===== src/design/rpu_pkg.sv =====
`timescale 1ns / 1ps
`default_nettype none

package rpu_pkg;

	// Block size and field widths
	localparam int MAX_BLOCK_DEF = 512;
	localparam int OFF_W         = 10;
	localparam int PIDX_W        = 5;
	localparam int CFG_IDX_W     = 2;
	localparam int FIFO_DEPTH    = 2;

	// Configuration register indexes
	localparam logic [CFG_IDX_W-1:0] CFG_BLOCK_TYPE  = 2'd0;
	localparam logic [CFG_IDX_W-1:0] CFG_DIGEST_MODE = 2'd1;

	// Digest modes
	localparam logic [1:0] DM_NONE   = 2'd0;
	localparam logic [1:0] DM_SHA1   = 2'd1;
	localparam logic [1:0] DM_SHA256 = 2'd2;

	localparam logic [1:0] BT_SIGN = 2'd1;
	localparam logic [7:0] FILL_FF = 8'hff;

	typedef enum logic [2:0] {
		ST_OK     = 3'd0,
		ST_HEADER = 3'd1,
		ST_FILL   = 3'd2,
		ST_NOSEP  = 3'd3,
		ST_PREFIX = 3'd4
	} status_t;

	typedef enum logic [2:0] {
		PH_LEAD    = 3'd0,
		PH_TYPE    = 3'd1,
		PH_FILL    = 3'd2,
		PH_PREFIX  = 3'd3,
		PH_PAYLOAD = 3'd4,
		PH_FAILED  = 3'd5
	} phase_t;

	typedef struct packed {
		logic [7:0] data_byte;
		logic       last_byte;
	} in_item_t;

	typedef struct packed {
		logic [2:0]       status;
		logic [OFF_W-1:0] payload_offset;
	} out_item_t;

	// Classified byte, front to back
	typedef struct packed {
		logic [7:0] data_byte;
		logic       last_byte;
		logic       is_zero;
		logic       type_ok;
		logic       fill_bad;
	} cls_item_t;

	// DigestInfo prefix length for a digest mode
	function automatic logic [PIDX_W-1:0] prefix_len(input logic [1:0] mode);
		logic [PIDX_W-1:0] len;
		case (mode)
			DM_SHA1:   len = 5'd15;
			DM_SHA256: len = 5'd19;
			default:   len = 5'd0;
		endcase
		return len;
	endfunction

	// DigestInfo prefix byte i for a digest mode
	function automatic logic [7:0] prefix_byte(input logic [1:0] mode,
						    input logic [PIDX_W-1:0] i);
		logic [7:0] b;
		b = 8'h00;
		if (mode == DM_SHA1) begin
			case (i)
				5'd0:    b = 8'h30;
				5'd1:    b = 8'h21;
				5'd2:    b = 8'h30;
				5'd3:    b = 8'h09;
				5'd4:    b = 8'h06;
				5'd5:    b = 8'h05;
				5'd6:    b = 8'h2b;
				5'd7:    b = 8'h0e;
				5'd8:    b = 8'h03;
				5'd9:    b = 8'h02;
				5'd10:   b = 8'h1a;
				5'd11:   b = 8'h05;
				5'd12:   b = 8'h00;
				5'd13:   b = 8'h04;
				5'd14:   b = 8'h14;
				default: b = 8'h00;
			endcase
		end else if (mode == DM_SHA256) begin
			case (i)
				5'd0:    b = 8'h30;
				5'd1:    b = 8'h31;
				5'd2:    b = 8'h30;
				5'd3:    b = 8'h0d;
				5'd4:    b = 8'h06;
				5'd5:    b = 8'h09;
				5'd6:    b = 8'h60;
				5'd7:    b = 8'h86;
				5'd8:    b = 8'h48;
				5'd9:    b = 8'h01;
				5'd10:   b = 8'h65;
				5'd11:   b = 8'h03;
				5'd12:   b = 8'h04;
				5'd13:   b = 8'h02;
				5'd14:   b = 8'h01;
				5'd15:   b = 8'h05;
				5'd16:   b = 8'h00;
				5'd17:   b = 8'h04;
				5'd18:   b = 8'h20;
				default: b = 8'h00;
			endcase
		end
		return b;
	endfunction

endpackage

`default_nettype wire


===== src/design/rpu_back.sv =====
`timescale 1ns / 1ps
`default_nettype none

module rpu_back import rpu_pkg::*; #(
	parameter int MAX_BLOCK = MAX_BLOCK_DEF
) (
	input  wire logic      clk,
	input  wire logic      arst_n,
	input  wire logic [1:0] digest_mode,
	input  wire logic      fifo_empty,
	input  wire cls_item_t fifo_head,
	output logic           fifo_pop,
	output logic           out_valid,
	input  wire logic      out_ready,
	output out_item_t      out_item
);

	localparam int POS_W = $clog2(MAX_BLOCK + 1);
	localparam int SUM_W = ((POS_W > OFF_W) ? POS_W : OFF_W) + 1;
	localparam logic [POS_W-1:0] POS_MAX = POS_W'(MAX_BLOCK);

	phase_t            phase_q, phase_d;
	status_t           err_q, err_d;
	logic [POS_W-1:0]  pos_q, pos_d;
	logic [POS_W-1:0]  sep_q, sep_d;
	logic [PIDX_W-1:0] pidx_q, pidx_d;
	logic              out_valid_q;
	out_item_t         out_q;

	logic              examine;
	logic [PIDX_W-1:0] plen;
	logic [PIDX_W-1:0] pidx_inc;
	logic              prefix_covered;
	logic              prefix_hit;
	phase_t            phase_ex;
	status_t           err_ex;
	logic [PIDX_W-1:0] pidx_ex;
	logic [POS_W-1:0]  sep_ex;
	logic [SUM_W-1:0]  off_sum;
	out_item_t         result;

	// Pop when the byte can finish: only a last byte needs the output slot
	assign fifo_pop = !fifo_empty &&
			  (!fifo_head.last_byte || !out_valid_q || out_ready);
	assign examine  = (pos_q < POS_MAX);

	// Prefix compare
	assign plen           = prefix_len(digest_mode);
	assign pidx_inc       = pidx_q + 1'b1;
	assign prefix_covered = (pidx_q >= plen);
	assign prefix_hit     = (fifo_head.data_byte == prefix_byte(digest_mode, pidx_q));

	// Parse phase and first error after this byte, then rearm on the last byte
	always_comb begin
		phase_ex = phase_q;
		err_ex   = err_q;
		if (fifo_pop && examine) begin
			case (phase_q)
				PH_LEAD: begin
					if (fifo_head.is_zero) begin
						phase_ex = PH_TYPE;
					end else begin
						phase_ex = PH_FAILED;
						err_ex   = ST_HEADER;
					end
				end
				PH_TYPE: begin
					if (fifo_head.type_ok) begin
						phase_ex = PH_FILL;
					end else begin
						phase_ex = PH_FAILED;
						err_ex   = ST_HEADER;
					end
				end
				PH_FILL: begin
					if (fifo_head.is_zero) begin
						phase_ex = (plen != '0) ? PH_PREFIX : PH_PAYLOAD;
					end else if (fifo_head.fill_bad) begin
						phase_ex = PH_FAILED;
						err_ex   = ST_FILL;
					end
				end
				PH_PREFIX: begin
					if (prefix_covered) begin
						phase_ex = PH_PAYLOAD;
					end else if (!prefix_hit) begin
						phase_ex = PH_FAILED;
						err_ex   = ST_PREFIX;
					end else if (pidx_inc >= plen) begin
						phase_ex = PH_PAYLOAD;
					end
				end
				default: begin
					phase_ex = phase_q;
				end
			endcase
		end
		phase_d = phase_ex;
		err_d   = err_ex;
		// Rearm after the last byte
		if (fifo_pop && fifo_head.last_byte) begin
			phase_d = PH_LEAD;
			err_d   = ST_OK;
		end
	end

	// Position, separator and prefix counters
	always_comb begin
		sep_ex  = sep_q;
		pidx_ex = pidx_q;
		if (fifo_pop && examine) begin
			if (phase_q == PH_FILL && fifo_head.is_zero) begin
				sep_ex  = pos_q;
				pidx_ex = '0;
			end else if (phase_q == PH_PREFIX && !prefix_covered && prefix_hit) begin
				pidx_ex = pidx_inc;
			end
		end
		sep_d  = sep_ex;
		pidx_d = pidx_ex;
		pos_d  = (fifo_pop && examine) ? pos_q + 1'b1 : pos_q;
		if (fifo_pop && fifo_head.last_byte) begin
			sep_d  = '0;
			pidx_d = '0;
			pos_d  = '0;
		end
	end

	// Result of a block, from the state after its last byte
	always_comb begin
		off_sum = SUM_W'(sep_ex) + SUM_W'(1) + SUM_W'(pidx_ex);
		result.payload_offset = '0;
		case (phase_ex)
			PH_FAILED:  result.status = err_ex;
			PH_LEAD,
			PH_TYPE:    result.status = ST_HEADER;
			PH_FILL:    result.status = ST_NOSEP;
			PH_PREFIX:  result.status = ST_PREFIX;
			default: begin
				result.status         = ST_OK;
				result.payload_offset = off_sum[OFF_W-1:0];
			end
		endcase
	end

	// Parse state
	always_ff @(posedge clk or negedge arst_n) begin
		if (!arst_n) begin
			phase_q <= PH_LEAD;
			err_q   <= ST_OK;
			pos_q   <= '0;
			sep_q   <= '0;
			pidx_q  <= '0;
		end else begin
			phase_q <= phase_d;
			err_q   <= err_d;
			pos_q   <= pos_d;
			sep_q   <= sep_d;
			pidx_q  <= pidx_d;
		end
	end

	// Output register
	always_ff @(posedge clk or negedge arst_n) begin
		if (!arst_n) begin
			out_valid_q <= 1'b0;
		end else if (fifo_pop && fifo_head.last_byte) begin
			out_valid_q <= 1'b1;
		end else if (out_ready) begin
			out_valid_q <= 1'b0;
		end
	end

	always_ff @(posedge clk) begin
		if (fifo_pop && fifo_head.last_byte) begin
			out_q <= result;
		end
	end

	assign out_valid = out_valid_q;
	assign out_item  = out_q;

endmodule

`default_nettype wire


===== config.mk =====
export PLATFORM = sky130hd
export DESIGN_NAME = rpu_back
export DESIGN_NICKNAME = d
export VERILOG_FILES = /design/src/design/rpu_pkg.sv /design/src/design/rpu_back.sv
export SDC_FILE = /design/constraint.sdc
export NUM_CORES = 1
export LEC_CHECK = 0
export BUFFER_PORTS_ARGS = -buffer_cell sky130_fd_sc_hd__buf_2
export CAP_MARGIN = 40
export CORE_ASPECT_RATIO = 0.5
export CORE_MARGIN = 8
export CORE_UTILIZATION = 45
export CTS_BUF_LIST = sky130_fd_sc_hd__clkbuf_16
export CTS_CLUSTER_SIZE = 24
export DETAILED_ROUTE_END_ITERATION = 7
export PLACE_DENSITY = 0.68
export SYNTH_ARGS = -nofsm -noshare
export SYNTH_HDL_FRONTEND = slang
export SYNTH_SLANG_ARGS = --single-unit

===== constraint.sdc =====
create_clock -name clk -period 5.5 [get_ports clk]
set_clock_uncertainty 0.1 [all_clocks]
set_input_delay 0.825 -clock clk [delete_from_list [all_inputs] [get_ports clk]]
set_output_delay 0.825 -clock clk [all_outputs]
set_load 0.01 [all_outputs]

==> Word level (Yosys, flattened, before mapping) <==
Memories as Yosys holds them, arrays and structs flattened.
Cells that the tools add are included.
Widths: inputs -> output; s select.
{ "word_totals": {"input_bits": 18, "output_inout_bits": 15, "n_memories": 2, "regBits": 45, "rom_bits": 352} }
{ "memory_table": {"columns": ["memory", "depth", "width", "rd", "rd_clocked_by_memory_dff", "write_ports", "line", "text"], "rows": [
  ["(no name shown)", 32, 8, 1, 0, 0, "rpu_pkg.sv:97", "case (i)"],
  ["(no name shown)", 16, 6, 1, 0, 0, "rpu_pkg.sv:78", "case (i)"]
]} }
{ "classes": {"mux": 36, "magnitude_cmp": 3, "reduce_logical": 19, "n_eq_ne": 10, "n_addsub": 4} }
{ "ops": {"columns": ["op", "count"], "rows": [
  ["$mux 3", 18],
  ["$mux 10", 5],
  ["$pmux 3 s4", 3],
  ["$mux 8", 3],
  ["$add 10x1->10 const B", 2],
  ["$mux 5", 4],
  ["$eq 3x2->1 const B", 4],
  ["$add 10x5->10", 1],
  ["$ge 5x5->1", 2],
  ["$lt 10x10->1 const B", 1],
  ["$pmux 5 s2", 1],
  ["$eq 8x8->1", 1],
  ["$eq 3x1->1 const B", 2],
  ["$logic_and 1x1->1", 6],
  ["$logic_not 3->1", 2],
  ["$add 5x1->5 const B", 1],
  ["$reduce_bool 5->1", 1],
  ["$reduce_or 5->1", 1],
  ["$logic_not 1->1", 4],
  ["$reduce_bool 2->1", 2],
  ["$eq 3x3->1 const B", 1],
  ["$eq 2x1->1 const B", 1],
  ["$eq 2x2->1 const B", 1],
  ["$logic_or 1x1->1", 2],
  ["2 further kinds", 3]
]} }

==> Logic depth before layout (Yosys ltp) <==
{ "depth": {"word_depth": 11, "mapped_depth": 22} }

==> Worst setup path before layout <==
No wires, ideal clock.
{ "synth_timing": {"path_kind": "input port to flip-flop", "from": "input digest_mode[0]", "to": "register out_q (netlist bit out_item[8]), data pin", "path_buffers": 0, "t_arrival_ps": 4543, "slack_ps": 602, "required_time_ps": 5145, "path_stages": 22, "path_cell_list": "inv_1 ha_1 inv_1 ha_1 nand2b_1 a21o_1 a21oi_1 o21bai_1 a2111oi_1 nand3_2 xnor2_1 nand2_1 ha_1 inv_1 fa_1 a21oi_1 nor2_1 o21a_1 nor2_1 a211oi_1 xor2_1 nor3_2"} }
{ "synth_via": {"elab_chain_len": 10, "elab_cells_between_ends": 29, "cone_classes": "1 x add/sub; 2 x order compare; 7 x eq/ne; 13 x mux; 6 x reduce/logical"} }
{ "synth_lines": {"columns": ["element", "line", "text"], "rows": [
  ["start, declared", "rpu_back.sv:9", "input wire logic [1:0] digest_mode,"],
  ["$eq 2x2->1 or $eq 2x1->1 (tied branches)", "rpu_pkg.sv:64, rpu_pkg.sv:96, rpu_pkg.sv:77", null],
  ["$pmux 5 s2 or $mux 8 (tied branches)", "rpu_pkg.sv:64, rpu_pkg.sv:96", null],
  ["$ge 5x5->1, or another cell as far along", "rpu_back.sv:50", "assign prefix_covered = (pidx_q >= plen);"],
  ["$logic_not 1->1, or another cell as far along", "rpu_back.sv:115", "end else if (phase_q == PH_PREFIX && !prefix_covered && prefix_hit) begin"],
  ["$logic_and 1x1->1 or $mux 3 (tied branches)", "rpu_back.sv:115, rpu_back.sv:86", null],
  ["$logic_and 1x1->1 or $mux 3 (tied branches)", "rpu_back.sv:115, rpu_back.sv:84", null],
  ["$mux 5 or $pmux 3 s4 (tied branches)", "rpu_back.sv:115, rpu_back.sv:58", null],
  ["$mux 5 or $mux 3 (tied branches)", "rpu_back.sv:112, rpu_back.sv:57", null],
  ["$mux 5, or another cell as far along", "rpu_back.sv:111", "if (fifo_pop && examine) begin"],
  ["$add 10x5->10 or $reduce_or 5->1 (tied branches)", null, null],
  ["end signal, assigned", "rpu_back.sv:176", "out_q <= result;"],
  ["end, declared", "rpu_back.sv:28", "out_item_t out_q;"]
]} }
Several ways; a longest one is shown, not always the timed one.
A chain may end at the register's enable or synchronous reset.

==> Worst setup path in the final report <==
Ends and elaborated chain as after synthesis.

==> impl_metrics.env <==
export IMPL_status="completed"
export IMPL_yosys_area_share_simple=0.259
export IMPL_hold_violations=0
export IMPL_cp_num_buf_inv=5
export IMPL_path_class="in2reg"
export IMPL_ir_drop_uv=123
export IMPL_crit_chain="buf_2 > inv_1 > ha_1 > inv_1 > ha_1 > nand2b_1 > a21o_1 > a21oi_1 > o21bai_1 > a2111oi_1 > buf_4 > nand3_2 > xnor2_1 > nand2_1 > ha_1 > inv_1 > fa_1 > a21oi_1 > nor2_1 > o21a_1 > nor2_1 > a211oi_1 > xor2_1 > nor3_2"
export IMPL_critPathCaptureType="flop"
export IMPL_period_needed_ns=4.82
export IMPL_synthCells=395
export IMPL_yosys_most_used_dff="dfrtp_1"
export IMPL_setup_violations=0
export IMPL_cp_top_family="compound AO/OA/AOI/OAI gates"
export IMPL_setup_tns_ns=0
export IMPL_hpwl_um=5890
export IMPL_synthesis_area_mm2=0.00360
export IMPL_start_util=0.457
export IMPL_routedWlPerCell_um=14.8
export IMPL_p_leak_nw=1.75
export IMPL_drc=0
export IMPL_crit_cells=24
export IMPL_p_int_w=0.000694
export IMPL_path_max_fanout=5
export IMPL_antenna_found_initial=0
export IMPL_period_share=0.877
export IMPL_timing_hold_ws_ns=0.411
export IMPL_track_usage=0.149
export IMPL_ctsHoldBuffers=0
export IMPL_r2r_start="pidx_q[1]$_DFF_PN0_"
export IMPL_htree_levels=2
export IMPL_r2r_cells=20
export IMPL_maxSlewViolCount=0
export IMPL_synth_edf_count=13
export IMPL_rsz0062_at_grt="no"
export IMPL_port_buffers=32
export IMPL_r2r_slack_ns=0.82
export IMPL_clockBufferDepth=2
export IMPL_syn_nets=444
export IMPL_area_delta_synth_final_pct=11.6
export IMPL_ys_ff_latch=45
export IMPL_io_pins=33
export IMPL_synth_top_area_share=0.222
export IMPL_synth_top_family_by_area="simple AND/OR/NAND/NOR gates"
export IMPL_cp_startpoint="digest_mode[0]"
export IMPL_postCtsSetupRepairBufs=0
export IMPL_cts_sinks=45
export IMPL_worst_pin_slew_ns=0.885
export IMPL_clkSlewWorstSetupHoldPaths_ns=0.06
export IMPL_relSlewSlack=0.410
export IMPL_diodes=0
export IMPL_fmax_mhz=207
export IMPL_synth_top_area_cell="dfrtp_1"
export IMPL_hp_class="reg2reg"
export IMPL_drtIter0Drc=247
export IMPL_min_path_cells=1
export IMPL_cts_resized=0
export IMPL_switching_share=0.322
export IMPL_slowest_stage="a2111oi_1"
export IMPL_cpPeakStageDelay_ns=0.39
export IMPL_drive_gt1_frac=0.171
export IMPL_rows=23
export IMPL_drtPass1Iterations=4
export IMPL_cts_tree="yes"
export IMPL_r2r_end="out_item[8]$_SDFFCE_PP0P_"
export IMPL_power_density_mw_per_mm2=255
export IMPL_synth_xor_area_frac=0.0486
export IMPL_ys_seq_area_frac=0.331
export IMPL_avgSynthCellArea_um2=9.12
export IMPL_grt_overflow_total=0
export IMPL_num_nets_final=474
export IMPL_clockPowerShare=0.323
export IMPL_die_h_um=79.3
export IMPL_cap_violations=0
export IMPL_viasPerCell=5.53
export IMPL_async_flop_share=0.711
export IMPL_grt_pass1_wl_um=13900
export IMPL_clk_latency_ns=0.28
export IMPL_cts_root_buf="clkbuf_16"
export IMPL_dieArea_mm2=0.0113
export IMPL_grt_pass1_vias=2804
export IMPL_start_kind="primary input"
export IMPL_synthTopCellsByArea="dfrtp_1 22%, edfxtp_1 11%, ha_1 10%"
export IMPL_p_sw_w=0.000330
export IMPL_synthAdderAreaFrac=0.110
export IMPL_seqPwrFrac=0.407
export IMPL_worstSetupEndpoint="out_item[8]$_SDFFCE_PP0P_"
export IMPL_p_comb_frac=0.269
export IMPL_drt_antenna_violating_nets=0
export IMPL_ys_types=72
export IMPL_cts_made_buffers=5
export IMPL_globalplace_congestion=0.866
export IMPL_drt_total_wl_um=7970
export IMPL_cp_required_ns=5.42
export IMPL_cp_data_arrival_time_ns=4.75
export IMPL_die_w_um=143
export IMPL_core_mm2=0.00789
export IMPL_yosys_mux_area_fraction=0.0257
export IMPL_grt_max_degree=34
export IMPL_vias=2976
export IMPL_yosys_warnings=0
export IMPL_synth_compound_area_share=0.178
## per-stage QoR
step | cell area (um^2) | cells | worst slack (ns) | util | power, W
2_1_floorplan | 3600 | 395 | 0.602 | - | 0.000637
3_3_place_gp | 3860 | 530 | 0.442 | 0.489 | 0.000694
3_5_place_dp | 3860 | 530 | 0.373 | 0.489 | 0.000693
4_1_cts | 4020 | 538 | 0.650 | 0.510 | 0.00103
5_1_grt | 4020 | 538 | 0.210 | 0.510 | 0.00108
6_report | 4020 | 538 | 0.676 | 0.510 | 0.00102
## cells in the final DEF, fill, tap and decap left out, drive strengths merged, types with 4 or more instances in the layout
cell    synthesis  routed
xor2           11      11
ha             30      30
xnor2           9       9
nor2           37      37
and2            8       8
nor3           13      13
nor2b           9       9
nor3b           5       5
edfxtp         13      13
o31ai           5       5
inv            19      20
mux2i           7       7
buf            13      39
and3            6       6
nand3          15      15
o21a            4       4
o21ai          19      19
nand2b         10      10
a211oi          5       5
clkbuf          3       5
nand2          38      38
a21oi          23      23
dfrtp          32      32
nor4b           5       5
## synthesized netlist by cell type (all sizes together), types with 4 or more instances
cell type  instances
a211oi             5
a21oi             23
and2               8
and3               6
buf               13
dfrtp             32
edfxtp            13
ha                30
inv               19
mux2i              7
nand2             38
nand2b            10
nand3             15
nor2              37
nor2b              9
nor3              13
nor3b              5
nor4b              5
o21a               4
o21ai             19
o31ai              5
xnor2              9
xor2              11
## per-layer routing
metal	vias to the layer above	routed length (um)	GRT usage
li1	1486	-	-
met1	1408	3840	0.196
met2	71	3720	0.250
met3	11	317	0.0233
met4	0	95	0.0400
met5	-	0	0
## flip-flops by register name, indices dropped and copies added (netlist names)
register / cells
out_item: 13
pos_q: 10
sep_q: 10
pidx_q: 5
err_q: 3
phase_q: 3
out_valid: 1
## power by group through the flow
stage / sequential (W) / clock [W] / combinational [W]
floorplan: 0.000412 / 0 / 0.000225
global placement: 0.000423 / 0 / 0.000271
detailed placement: 0.000421 / 0 / 0.000273
CTS: 0.000415 / 0.000337 / 0.000276
global route: 0.000423 / 0.000352 / 0.000309
finish: 0.000417 / 0.000331 / 0.000276
## cells by family (layout without fill, tap and decap cells)
group,Yosys count,after routing
AOI/OAI and AO/OA,93,93
xor gates and xnor gates,20,20
adders and majority gates,31,31
buffers and inverters,36,67
DFF,45,45
muxes,9,9
and+or+nand+nor,161,161
## area by class of cell
type | count | area [um^2]
fill | 749 | 3860
multi-input combinational | 314 | 2240
sequential | 45 | 1190
timing repair buffer | 39 | 213
tap | 112 | 140
clock buffer | 5 | 125
inverter | 20 | 75.1
clock inverter | 3 | 37.5
## how the worst min path moves through the flow
stage | startpoint | endpoint
final | sep_q[9]$_DFF_PN0_ | sep_q[9]$_DFF_PN0_
after global routing | sep_q[9]$_DFF_PN0_ | sep_q[9]$_DFF_PN0_
after CTS | sep_q[9]$_DFF_PN0_ | sep_q[9]$_DFF_PN0_
after detailed placement | sep_q[9]$_DFF_PN0_ | sep_q[9]$_DFF_PN0_
after global placement | sep_q[9]$_DFF_PN0_ | sep_q[9]$_DFF_PN0_
after floorplan | sep_q[9]$_DFF_PN0_ | sep_q[9]$_DFF_PN0_
(Power assumes the default switching activity.)
